$ cat config.mk
export PLATFORM = sky130hd
export DESIGN_NAME = depth_gated_box_extent
export DESIGN_NICKNAME = d
export VERILOG_FILES = /design/src/design/dgbe_pkg.sv /design/src/design/dgbe_cfg_regs.sv /design/src/design/dgbe_in_stage.sv /design/src/design/dgbe_extent.sv /design/src/design/dgbe_out_stage.sv /design/src/design/depth_gated_box_extent.sv
export SDC_FILE = /design/constraint.sdc
export NUM_CORES = 1
export LEC_CHECK = 0
export ABC_AREA = 1
export BUFFER_PORTS_ARGS = -buffer_cell sky130_fd_sc_hd__buf_2
export CAP_MARGIN = 20
export CORE_ASPECT_RATIO = 0.9
export CORE_MARGIN = 2
export CORE_UTILIZATION = 59
export DETAILED_ROUTE_END_ITERATION = 7
export PLACE_DENSITY = 0.82
export SYNTH_ARGS = -nofsm -noshare
export SYNTH_HDL_FRONTEND = slang
export SYNTH_SLANG_ARGS = --single-unit
export TNS_END_PERCENT = 100
$ cat constraint.sdc
create_clock -name clk -period 7.7 [get_ports clk]
set_clock_uncertainty 0.2 [all_clocks]
set_input_delay 0.77 -clock clk [delete_from_list [all_inputs] [get_ports clk]]
set_output_delay 0.77 -clock clk [all_outputs]
set_load 0.005 [all_outputs]
$ cat src/design/dgbe_pkg.sv
// Package of the depth-gated box extent block: widths, codes, reset values and types.
// Depends on nothing; every module of the block imports it.
package dgbe_pkg;

    localparam int COORD_BITS      = 24;
    localparam int CLASS_COUNT     = 64;
    localparam int CLASS_BITS      = 6;
    localparam int PROB_BITS       = 16;
    localparam int TOL_BITS        = COORD_BITS - 1;
    localparam int CLASS_IDX_BITS  = (CLASS_COUNT > 1) ? $clog2(CLASS_COUNT) : 1;

    localparam int IN_FIELD_BITS   = CLASS_BITS + PROB_BITS + 1 + COORD_BITS + 1
                                     + 3 * COORD_BITS;
    localparam int IN_TDATA_BITS   = ((IN_FIELD_BITS + 7) / 8) * 8;
    localparam int OUT_FIELD_BITS  = CLASS_BITS + PROB_BITS + 6 * COORD_BITS;
    localparam int OUT_TDATA_BITS  = ((OUT_FIELD_BITS + 7) / 8) * 8;

    localparam int CFG_DATA_BITS   = (CLASS_COUNT > TOL_BITS)
                                     ? ((CLASS_COUNT > PROB_BITS) ? CLASS_COUNT : PROB_BITS)
                                     : ((TOL_BITS > PROB_BITS) ? TOL_BITS : PROB_BITS);
    localparam int CFG_INDEX_BITS  = 2;

    localparam logic [CFG_INDEX_BITS-1:0] REG_MIN_PROBABILITY = 2'd0;
    localparam logic [CFG_INDEX_BITS-1:0] REG_DEPTH_TOLERANCE = 2'd1;
    localparam logic [CFG_INDEX_BITS-1:0] REG_CLASS_MASK      = 2'd2;

    localparam logic FUNC_BEGIN = 1'b0;
    localparam logic FUNC_POINT = 1'b1;

    localparam logic [PROB_BITS-1:0]   MIN_PROBABILITY_RESET = 16'd19661;
    localparam logic [TOL_BITS-1:0]    DEPTH_TOLERANCE_RESET = TOL_BITS'(300);
    localparam logic [CLASS_COUNT-1:0] CLASS_MASK_RESET      = '0;

    typedef logic signed [COORD_BITS-1:0] coord_t;

    localparam coord_t COORD_MAX = {1'b0, {(COORD_BITS-1){1'b1}}};
    localparam coord_t COORD_MIN = {1'b1, {(COORD_BITS-1){1'b0}}};

    // Input fields, listed from the highest bits down; class_index is in the lowest bits.
    typedef struct packed {
        coord_t                point_z;
        coord_t                point_y;
        coord_t                point_x;
        logic                  point_valid;
        coord_t                center_depth;
        logic                  center_valid;
        logic [PROB_BITS-1:0]  probability;
        logic [CLASS_BITS-1:0] class_index;
    } in_data_t;

    typedef struct packed {
        logic     func;
        logic     last;
        in_data_t data;
    } item_t;

    // Result fields carried in tdata, listed from the highest bits down; out_class is in the lowest bits.
    typedef struct packed {
        coord_t                box_max_z;
        coord_t                box_min_z;
        coord_t                box_max_y;
        coord_t                box_min_y;
        coord_t                box_max_x;
        coord_t                box_min_x;
        logic [PROB_BITS-1:0]  out_probability;
        logic [CLASS_BITS-1:0] out_class;
    } out_data_t;

    typedef struct packed {
        logic      empty_res;
        out_data_t data;
    } result_t;

    typedef struct packed {
        logic [PROB_BITS-1:0]   min_probability;
        logic [TOL_BITS-1:0]    depth_tolerance;
        logic [CLASS_COUNT-1:0] class_mask;
    } cfg_t;

endpackage

$ cat src/design/dgbe_cfg_regs.sv
// Configuration registers of the depth-gated box extent block.
// Depends on dgbe_pkg for register indices, widths and reset values.
module dgbe_cfg_regs
    import dgbe_pkg::*;
(
    input  logic                      clk,
    input  logic                      rst_n,
    input  logic                      cfg_we,
    input  logic [CFG_INDEX_BITS-1:0] cfg_index,
    input  logic [CFG_DATA_BITS-1:0]  cfg_data,
    output cfg_t                      cfg
);

    cfg_t cfg_reg;
    cfg_t cfg_next;

    always_comb
    begin
        cfg_next = cfg_reg;
        if (cfg_we)
        begin
            unique case (cfg_index)
                REG_MIN_PROBABILITY: cfg_next.min_probability = cfg_data[PROB_BITS-1:0];
                REG_DEPTH_TOLERANCE: cfg_next.depth_tolerance = cfg_data[TOL_BITS-1:0];
                REG_CLASS_MASK:      cfg_next.class_mask      = cfg_data[CLASS_COUNT-1:0];
                default:             cfg_next                 = cfg_reg;
            endcase
        end
    end

    always_ff @(posedge clk or negedge rst_n)
    begin
        if (!rst_n)
        begin
            cfg_reg.min_probability <= MIN_PROBABILITY_RESET;
            cfg_reg.depth_tolerance <= DEPTH_TOLERANCE_RESET;
            cfg_reg.class_mask      <= CLASS_MASK_RESET;
        end
        else
        begin
            cfg_reg <= cfg_next;
        end
    end

    assign cfg = cfg_reg;

endmodule

$ cat src/design/dgbe_in_stage.sv
// Input register of the depth-gated box extent block: holds one accepted transaction.
// Depends on dgbe_pkg for the item type and the tdata layout.
module dgbe_in_stage
    import dgbe_pkg::*;
(
    input  logic                     clk,
    input  logic                     rst_n,
    input  logic                     s_tvalid,
    output logic                     s_tready,
    input  logic [IN_TDATA_BITS-1:0] s_tdata,
    input  logic                     s_tuser,
    input  logic                     s_tlast,
    input  logic                     advance,
    output item_t                    item,
    output logic                     item_valid
);

    logic  valid_reg;
    logic  valid_next;
    item_t item_reg;
    logic  take;

    assign s_tready = !valid_reg || advance;
    assign take     = s_tvalid && s_tready;

    always_comb
    begin
        if (take)
        begin
            valid_next = 1'b1;
        end
        else if (advance)
        begin
            valid_next = 1'b0;
        end
        else
        begin
            valid_next = valid_reg;
        end
    end

    always_ff @(posedge clk or negedge rst_n)
    begin
        if (!rst_n)
        begin
            valid_reg <= 1'b0;
        end
        else
        begin
            valid_reg <= valid_next;
        end
    end

    always_ff @(posedge clk)
    begin
        if (take)
        begin
            item_reg.func <= s_tuser;
            item_reg.last <= s_tlast;
            item_reg.data <= in_data_t'(s_tdata[IN_FIELD_BITS-1:0]);
        end
    end

    assign item       = item_reg;
    assign item_valid = valid_reg;

endmodule

$ cat src/design/dgbe_extent.sv
// Detection state and running extents of the depth-gated box extent block.
// Depends on dgbe_pkg; decides acceptance, updates minima and maxima, forms the result.
module dgbe_extent
    import dgbe_pkg::*;
(
    input  logic    clk,
    input  logic    rst_n,
    input  item_t   item,
    input  logic    advance,
    input  cfg_t    cfg,
    output logic    emit,
    output result_t result
);

    logic                  box_active_reg;
    logic                  box_active_next;
    logic                  any_point_reg;
    logic                  any_point_next;
    logic [CLASS_BITS-1:0] held_class_reg;
    logic [CLASS_BITS-1:0] held_class_next;
    logic [PROB_BITS-1:0]  held_probability_reg;
    logic [PROB_BITS-1:0]  held_probability_next;
    coord_t                held_center_depth_reg;
    coord_t                held_center_depth_next;
    coord_t                minima_reg [3];
    coord_t                minima_next [3];
    coord_t                maxima_reg [3];
    coord_t                maxima_next [3];

    coord_t                      coords [3];
    logic signed [COORD_BITS+1:0] diff;
    logic signed [COORD_BITS+1:0] tol_ext;
    logic                        in_range;
    logic                        class_ok;
    logic                        accept;

    assign coords[0] = item.data.point_x;
    assign coords[1] = item.data.point_y;
    assign coords[2] = item.data.point_z;

    assign diff     = (COORD_BITS+2)'(item.data.point_x)
                      - (COORD_BITS+2)'(held_center_depth_reg);
    assign tol_ext  = $signed({3'b000, cfg.depth_tolerance});
    assign in_range = (diff <= tol_ext) && (diff >= -tol_ext);

    assign class_ok = ({1'b0, item.data.class_index} < (CLASS_BITS+1)'(CLASS_COUNT))
                      && cfg.class_mask[item.data.class_index[CLASS_IDX_BITS-1:0]];
    assign accept   = (item.data.probability >= cfg.min_probability) && class_ok
                      && item.data.center_valid;

    always_comb
    begin
        box_active_next        = box_active_reg;
        any_point_next         = any_point_reg;
        held_class_next        = held_class_reg;
        held_probability_next  = held_probability_reg;
        held_center_depth_next = held_center_depth_reg;
        minima_next            = minima_reg;
        maxima_next            = maxima_reg;
        emit                   = 1'b0;

        if (item.func == FUNC_BEGIN)
        begin
            held_class_next        = item.data.class_index;
            held_probability_next  = item.data.probability;
            held_center_depth_next = item.data.center_depth;
            any_point_next         = 1'b0;
            for (int k = 0; k < 3; k++)
            begin
                minima_next[k] = COORD_MAX;
                maxima_next[k] = COORD_MIN;
            end
            box_active_next = accept && !item.last;
            emit            = accept && item.last;
        end
        else if (box_active_reg)
        begin
            if (item.data.point_valid && in_range)
            begin
                for (int k = 0; k < 3; k++)
                begin
                    if (coords[k] < minima_reg[k])
                    begin
                        minima_next[k] = coords[k];
                    end
                    if (coords[k] > maxima_reg[k])
                    begin
                        maxima_next[k] = coords[k];
                    end
                end
                any_point_next = 1'b1;
            end
            if (item.last)
            begin
                box_active_next = 1'b0;
                emit            = 1'b1;
            end
        end
    end

    always_comb
    begin
        result.empty_res            = !any_point_next;
        result.data.out_class       = held_class_next;
        result.data.out_probability = held_probability_next;
        result.data.box_min_x       = minima_next[0];
        result.data.box_max_x       = maxima_next[0];
        result.data.box_min_y       = minima_next[1];
        result.data.box_max_y       = maxima_next[1];
        result.data.box_min_z       = minima_next[2];
        result.data.box_max_z       = maxima_next[2];
    end

    always_ff @(posedge clk or negedge rst_n)
    begin
        if (!rst_n)
        begin
            box_active_reg        <= 1'b0;
            any_point_reg         <= 1'b0;
            held_class_reg        <= '0;
            held_probability_reg  <= '0;
            held_center_depth_reg <= '0;
            for (int k = 0; k < 3; k++)
            begin
                minima_reg[k] <= COORD_MAX;
                maxima_reg[k] <= COORD_MIN;
            end
        end
        else if (advance)
        begin
            box_active_reg        <= box_active_next;
            any_point_reg         <= any_point_next;
            held_class_reg        <= held_class_next;
            held_probability_reg  <= held_probability_next;
            held_center_depth_reg <= held_center_depth_next;
            minima_reg            <= minima_next;
            maxima_reg            <= maxima_next;
        end
    end

endmodule

$ cat src/design/dgbe_out_stage.sv
// Result register of the depth-gated box extent block, driving the master-side stream.
// Depends on dgbe_pkg for the result type and the tdata layout.
module dgbe_out_stage
    import dgbe_pkg::*;
(
    input  logic                      clk,
    input  logic                      rst_n,
    input  logic                      load,
    input  result_t                   result,
    output logic                      out_free,
    output logic                      m_tvalid,
    input  logic                      m_tready,
    output logic [OUT_TDATA_BITS-1:0] m_tdata,
    output logic                      m_tuser
);

    logic    valid_reg;
    logic    valid_next;
    result_t result_reg;

    assign out_free = !valid_reg || m_tready;

    always_comb
    begin
        if (load)
        begin
            valid_next = 1'b1;
        end
        else if (m_tready)
        begin
            valid_next = 1'b0;
        end
        else
        begin
            valid_next = valid_reg;
        end
    end

    always_ff @(posedge clk or negedge rst_n)
    begin
        if (!rst_n)
        begin
            valid_reg <= 1'b0;
        end
        else
        begin
            valid_reg <= valid_next;
        end
    end

    always_ff @(posedge clk)
    begin
        if (load)
        begin
            result_reg <= result;
        end
    end

    assign m_tvalid = valid_reg;
    assign m_tdata  = OUT_TDATA_BITS'(result_reg.data);
    assign m_tuser  = result_reg.empty_res;

endmodule

$ cat src/design/depth_gated_box_extent.sv
// Depth-gated 3D box extent: top level, built from dgbe_cfg_regs, dgbe_in_stage,
// dgbe_extent and dgbe_out_stage, with types from dgbe_pkg. The block takes one
// transaction in every clock cycle unless it is stalled as described below; a result is
// presented on the master side after the last item of an accepted detection is taken:
// the item is first held in the input register and its result is then loaded into the
// result register. The throughput is set by the result
// register: when a result is waiting there and the item in the input register would
// produce another, the input side holds tready low until the waiting result is taken.
// Items that produce no result pass through the input register even while the master
// side is stalled.
module depth_gated_box_extent
    import dgbe_pkg::*;
(
    input  logic                      clk,
    input  logic                      rst_n,
    // Input fields from bit 0 up: class_index, probability, center_valid,
    // center_depth, point_valid, point_x, point_y, point_z.
    input  logic [IN_TDATA_BITS-1:0]  s_tdata,
    // Input field: func.
    input  logic                      s_tuser,
    input  logic                      s_tlast,
    input  logic                      s_tvalid,
    output logic                      s_tready,
    // Result fields from bit 0 up: out_class, out_probability, box_min_x, box_max_x,
    // box_min_y, box_max_y, box_min_z, box_max_z, zero padding.
    output logic [OUT_TDATA_BITS-1:0] m_tdata,
    // Result field: empty_res.
    output logic                      m_tuser,
    output logic                      m_tvalid,
    input  logic                      m_tready,
    input  logic                      cfg_we,
    input  logic [CFG_INDEX_BITS-1:0] cfg_index,
    input  logic [CFG_DATA_BITS-1:0]  cfg_data
);

    cfg_t    cfg;
    item_t   item;
    logic    item_valid;
    logic    emit;
    result_t result;
    logic    out_free;
    logic    advance;
    logic    load;

    assign advance = item_valid && (!emit || out_free);
    assign load    = advance && emit;

    dgbe_cfg_regs u_cfg_regs (
        .clk       (clk),
        .rst_n     (rst_n),
        .cfg_we    (cfg_we),
        .cfg_index (cfg_index),
        .cfg_data  (cfg_data),
        .cfg       (cfg)
    );

    dgbe_in_stage u_in_stage (
        .clk        (clk),
        .rst_n      (rst_n),
        .s_tvalid   (s_tvalid),
        .s_tready   (s_tready),
        .s_tdata    (s_tdata),
        .s_tuser    (s_tuser),
        .s_tlast    (s_tlast),
        .advance    (advance),
        .item       (item),
        .item_valid (item_valid)
    );

    dgbe_extent u_extent (
        .clk     (clk),
        .rst_n   (rst_n),
        .item    (item),
        .advance (advance),
        .cfg     (cfg),
        .emit    (emit),
        .result  (result)
    );

    dgbe_out_stage u_out_stage (
        .clk      (clk),
        .rst_n    (rst_n),
        .load     (load),
        .result   (result),
        .out_free (out_free),
        .m_tvalid (m_tvalid),
        .m_tready (m_tready),
        .m_tdata  (m_tdata),
        .m_tuser  (m_tuser)
    );

endmodule

==> Word-level counts from Yosys, hierarchy flattened <==
Index checks and enable logic that the tools add are counted.
{ "totals": {"register_bits": 586, "in_bits": 193} }
{ "classes": {"addsub": 2, "order_cmp": 10, "eq_ne": 2, "n_mux": 29, "bitwise_logic": 1, "n_reduce_logical": 24} }
{ "ops": {"columns": ["operator", "count"], "rows": [
  ["$mux 72", 6],
  ["$mux 24", 6],
  ["$gt 24x24->1", 3],
  ["$lt 24x24->1", 3],
  ["$ge 26x26->1", 1],
  ["$le 26x24->1", 1],
  ["$neg 23->26", 1],
  ["$sub 24x24->25", 1],
  ["$ge 16x16->1", 1],
  ["$mux 16", 1],
  ["$mux 1", 14],
  ["$logic_and 1x1->1", 9],
  ["$reduce_and 2->1", 4],
  ["$lt 6x7->1 const B", 1],
  ["$bmux 1 s6", 1],
  ["$mux 6", 1],
  ["$logic_not 1->1", 5],
  ["$reduce_bool 2->1", 2],
  ["$logic_or 1x1->1", 3],
  ["$eq 2x1->1 const B", 1],
  ["$eq 2x2->1 const B", 1],
  ["$logic_not 2->1", 1],
  ["$not 1->1", 1]
]} }

==> Depth between registers and ports, before layout <==
{ "logic_depth": {"word_depth": 12, "mapped_depth": 33, "depth_no_buf": 32} }

==> Cells and area by module <==
Synthesis repeated with hierarchy kept, for this count alone.
{ "unflattened": {"cells_unflattened": 3471, "area_unflattened_um2": 31456.4} }
{ "modules_own_cells": {"columns": ["mod", "instances", "cells_per_inst", "area_per_inst_um2", "seq_area_each_um2"], "rows": [
  ["dgbe_extent", 1, 2704, 18158.7, 4894.7],
  ["dgbe_out_stage", 1, 175, 5078.6, 5039.8],
  ["dgbe_cfg_regs", 1, 459, 4485.6, 2592.5],
  ["dgbe_in_stage", 1, 128, 3708.6, 3688.5],
  ["depth_gated_box_extent", 1, 5, 25.0, 0.0]
]} }

==> Least setup slack after synthesis <==
OpenSTA, ideal clock, no wires.
{ "synth_timing": {"path_type": "flip-flop to flip-flop", "start": "register u_cfg_regs.cfg_reg, in the netlist u_cfg_regs.cfg[90]", "end": "register u_out_stage.result_reg, in the netlist u_out_stage.m_tdata[0] (enable)", "t_arrival_ns": 5.192, "t_required_ns": 6.981, "setup_slack_ns": 1.789, "stages_incl_launch_ff": 16, "period_less_slack_ns": 5.911, "cell_sequence": "dfstp_2 inv_1 ha_1 a21oi_1 o21ai_0 a21o_1 nand2_1 nand3_1 nand4_1 nand2_1 nand3_2 nand2_4 inv_4 buf_2 nand3_1 inv_1"} }
{ "synth_between": {"elab_chain_len": 9} }
{ "synth_lines": {"columns": ["item", "line_no", "text"], "rows": [
  ["from (decl)", "dgbe_cfg_regs.sv:14", "cfg_t cfg_reg;"],
  ["from (signal assigned)", "dgbe_cfg_regs.sv:41", "cfg_reg <= cfg_next;"],
  ["$ge 16x16->1 *", "dgbe_extent.sv:48", "assign accept = (item.data.probability >= cfg.min_probability) && class_ok"],
  ["$logic_and 1x1->1 *", "dgbe_extent.sv:48", null],
  ["$logic_and 1x1->1 *", "dgbe_extent.sv:49", "&& item.data.center_valid;"],
  ["$logic_and 1x1->1 *", "dgbe_extent.sv:74", "emit = accept && item.last;"],
  ["$mux 1 *", "dgbe_extent.sv:62", "if (item.func == FUNC_BEGIN)"],
  ["$logic_not 1->1", "depth_gated_box_extent.sv:45", "assign advance = item_valid && (!emit || out_free);"],
  ["$logic_or 1x1->1", "depth_gated_box_extent.sv:45", null],
  ["$logic_and 1x1->1", "depth_gated_box_extent.sv:45", null],
  ["$logic_and 1x1->1 *", "depth_gated_box_extent.sv:46", "assign load = advance && emit;"],
  ["via load", "depth_gated_box_extent.sv:43", "logic load;"],
  ["to (signal assigned)", "dgbe_out_stage.sv:55", "result_reg <= result;"],
  ["to (decl)", "dgbe_out_stage.sv:19", "result_t result_reg;"]
]} }
The timed path passes the listed nets; every way through them passes the cells marked *.
A chain may end at the register's enable or synchronous reset.

==> run summary <==
num ports -> 364
pin count of the biggest net entering global routing -> 165
chip width -> 245 um
measured slew at the worst slew-check pin -> 1090 ps
Syn. warnings -> 0
multiplexer area fraction after synthesis -> 0.0149
Die Area -> 54,300 um^2
Yosys cell types -> 51
Slew headroom -> 0.274
clk root buf -> clkbuf_16
share of cells above drive strength 1 -> 0.173
worst hold-check path type -> in -> reg
post-synthesis share of cell area spent on xor and xnor gates -> 0.00962
CORE AREA -> 51,800 um^2
WS Path Type -> reg -> reg
initial antenna violation count -> 2
Fin Hold WS -> 124 ps
Global Route Usage Sum -> 0.304
CTS tree -> built
register area share after synthesis -> 0.524
critical path capture point -> u_out_stage.m_tdata[55]
synthesized area -> 31,000 um^2
# fillers -> 3,991
DP HPWL -> 55,300 um
Clock Latency Late Sink -> 620 ps
Routability Congestion -> 0.934
row count -> 79
Arrival @ worst endpoint -> 6140 ps
worst reg2reg path startpoint -> u_in_stage.item[48]
P&R area growth vs syn -> 13.2%
Simple-Gate Fraction of Synth Area -> 0.224
CP Launch Type -> flop
fin. max-slew vios -> 0
# setup viols final -> 0
f_max -> 170 MHz
Tmin final -> 5890 ps
Max clock buf depth -> 3
buffers added on ports -> 361
most frequent cells in the layout -> nand2_1, inv_1, buf_2
Mapped Avg Cell Area -> 9.20 um^2
largest family of logic cells by synthesized area -> simple AND/OR/NAND/NOR gates
Num Clock Sinks -> 586
Crit. End Element -> flop
Hold Vio Cnt, Final -> 0
peak fanout along the critical path -> 44
crit path launch -> u_in_stage.item[48]
first-pass GRT wire length -> 131,000 um
ANT nets after route -> 0
Avg WL per Cell -> 18.8 um
DR vias -> 25.2k
status -> finished, final reports clean
peak supply drop -> 0.000192 V
pwr/cell area -> 247 nW/um^2
count of state elements after synthesis -> 586
initial DRC count -> 2,512
FF-to-FF setup slack -> 1820 ps
vias per cell -> 5.72
Worst R2R Path Depth -> 27
fin nets -> 4,085
Routed Wire Length -> 82,600 um
Die Y -> 221 um
adder-cell area share of the yosys netlist -> 0.0936
Leak -> 16.8 nW
router iterations before antenna repair -> 6
TritonCTS Buffers -> 58
register area -> 16,200 um^2
Synth Area in Compound Gates -> 0.0595
Reg clk slew, reported paths -> 60 ps
initial core utilization -> 0.598
max_cap viols -> 0
DRC violations left -> 0
Overflow after GRT -> 0
RR Endpoint -> u_out_stage.m_tdata[55]
Required @ worst endpoint -> 7960 ps
RSZ-0062 raised after global routing -> false
Largest register FFs -> 166
Final Util -> 0.676
final setup TNS -> 0 ps
fin crit share -> 0.764
CTS H-tree depth -> 2
vias in the first global route -> 24.3k
Multi-input gate area -> 12,400 um^2
Syn Inst Count -> 3,366
commonest non-fill, non-tap cell in the layout -> nand2_1
kinds of logic after synthesis:
group,Yosys count
buf+inv,549
xor+xnor,34
compound gates,341
flops,586
mux,41
other cells,1
simple gates,1583
fa+ha+maj,231
where the power goes:
part | internal, mW | switching [mW]
combinational | 0.640 | 1.24
sequential | 3.65 | 0.199
clock | 1.70 | 1.22
worst min-delay path by stage:
stage / cells after the start / slack [ps] / endpoint / from
after global routing: 1 / 100 / u_in_stage.item[116] / s_tdata[116]
after CTS: 1 / 90 / u_in_stage.item[113] / s_tdata[113]
after detailed placement: 2 / 270 / u_extent.minima_reg[26] / u_extent.minima_reg[26]
final: 1 / 120 / u_in_stage.item[115] / s_tdata[115]
after global placement: 2 / 260 / u_extent.minima_reg[23] / u_extent.minima_reg[23]
after floorplan: 2 / 250 / u_extent.held_center_depth_reg[0] / u_extent.held_center_depth_reg[0]
stage by stage:
stage / instances / cell area, um^2 / worst slack [ps] / power, mW
after floorplan: 3367 / 31000 / 1790 / 5.19
after global placement: 4288 / 33100 / 1980 / 5.68
after detailed placement: 4288 / 33100 / 1890 / 5.73
after CTS: 4398 / 35000 / 1870 / 8.65
after global routing: 4400 / 35000 / 1180 / 9.08
final: 4400 / 35000 / 1820 / 8.64
area by class of cell:
type                    instances  share of cell area
repair buffers                389              0.0590
well taps                     688              0.0246
clock buffers                  85              0.0475
inverters                     394              0.0428
multi-input cells            2232               0.355
clock inverters                24             0.00814
diodes                          2            0.000143
flip-flops and latches        586               0.463
cells in the mapped netlist (all sizes together):
| master | number | area [um^2] |
|---|---|---|
| or2 | 1 | 6.26 |
| nand2 | 975 | 3670 |
| a211oi | 4 | 30.0 |
| buf | 96 | 611 |
| inv | 392 | 1480 |
| o211ai | 11 | 82.6 |
| edfxtp | 289 | 8680 |
| nand3b | 1 | 7.51 |
| mux2 | 41 | 462 |
| nor2 | 161 | 612 |
| a21oi | 147 | 762 |
| dfrtp | 213 | 5330 |
| a22oi | 1 | 7.51 |
| and3 | 3 | 18.8 |
| nor3b | 3 | 22.5 |
| clkinv | 2 | 7.51 |
| nand3 | 181 | 958 |
| nand4 | 235 | 1470 |
| conb | 1 | 3.75 |
| a21o | 6 | 45.0 |
| a21boi | 2 | 15.0 |
| nor4 | 4 | 31.3 |
| xnor2 | 9 | 78.8 |
| o21a | 5 | 37.5 |
| and2 | 1 | 6.26 |
| fa | 1 | 20.0 |
| o31ai | 1 | 12.5 |
| ha | 230 | 2880 |
| xor2 | 25 | 219 |
| nor3 | 18 | 110 |
| o21ai | 156 | 788 |
| o21bai | 7 | 52.6 |
| clkbuf | 59 | 221 |
| dfstp | 84 | 2210 |
| o221ai | 1 | 8.76 |
critical path, cell delays in order, from the launching register on:
cell,delay (ps)
edfxtp_1,340
inv_1,90
ha_1,250
fa_1,450
o31ai_2,330
nand2_1,90
nand2_1,180
a21oi_1,180
o21ai_0,310
nand2_1,80
nand2_1,80
xor2_1,340
ha_1,200
nand2_1,50
nor2_1,120
nand4_1,140
nor4_2,230
nand2_1,110
nand2_1,80
nand2_1,40
nand3_1,60
nand2_1,80
inv_4,360
buf_4,540
nand3_4,360
nand2_1,210
nand2_1,70
nor2_1,90
metal layers:
layer  share of wire  track usage
met3           0.080       0.0414
met4           0.037        0.115
met2            0.47        0.478
met1            0.42        0.432
met5               0            0
what timing repair did:
action | 4_1_cts | 5_1_grt
hold endpoints to repair | 57 | 0
resized for setup | 0 | 0
setup buffers | 0 | 0
hold buffers | 1 | 0
Power figures use the tool's default switching activity.
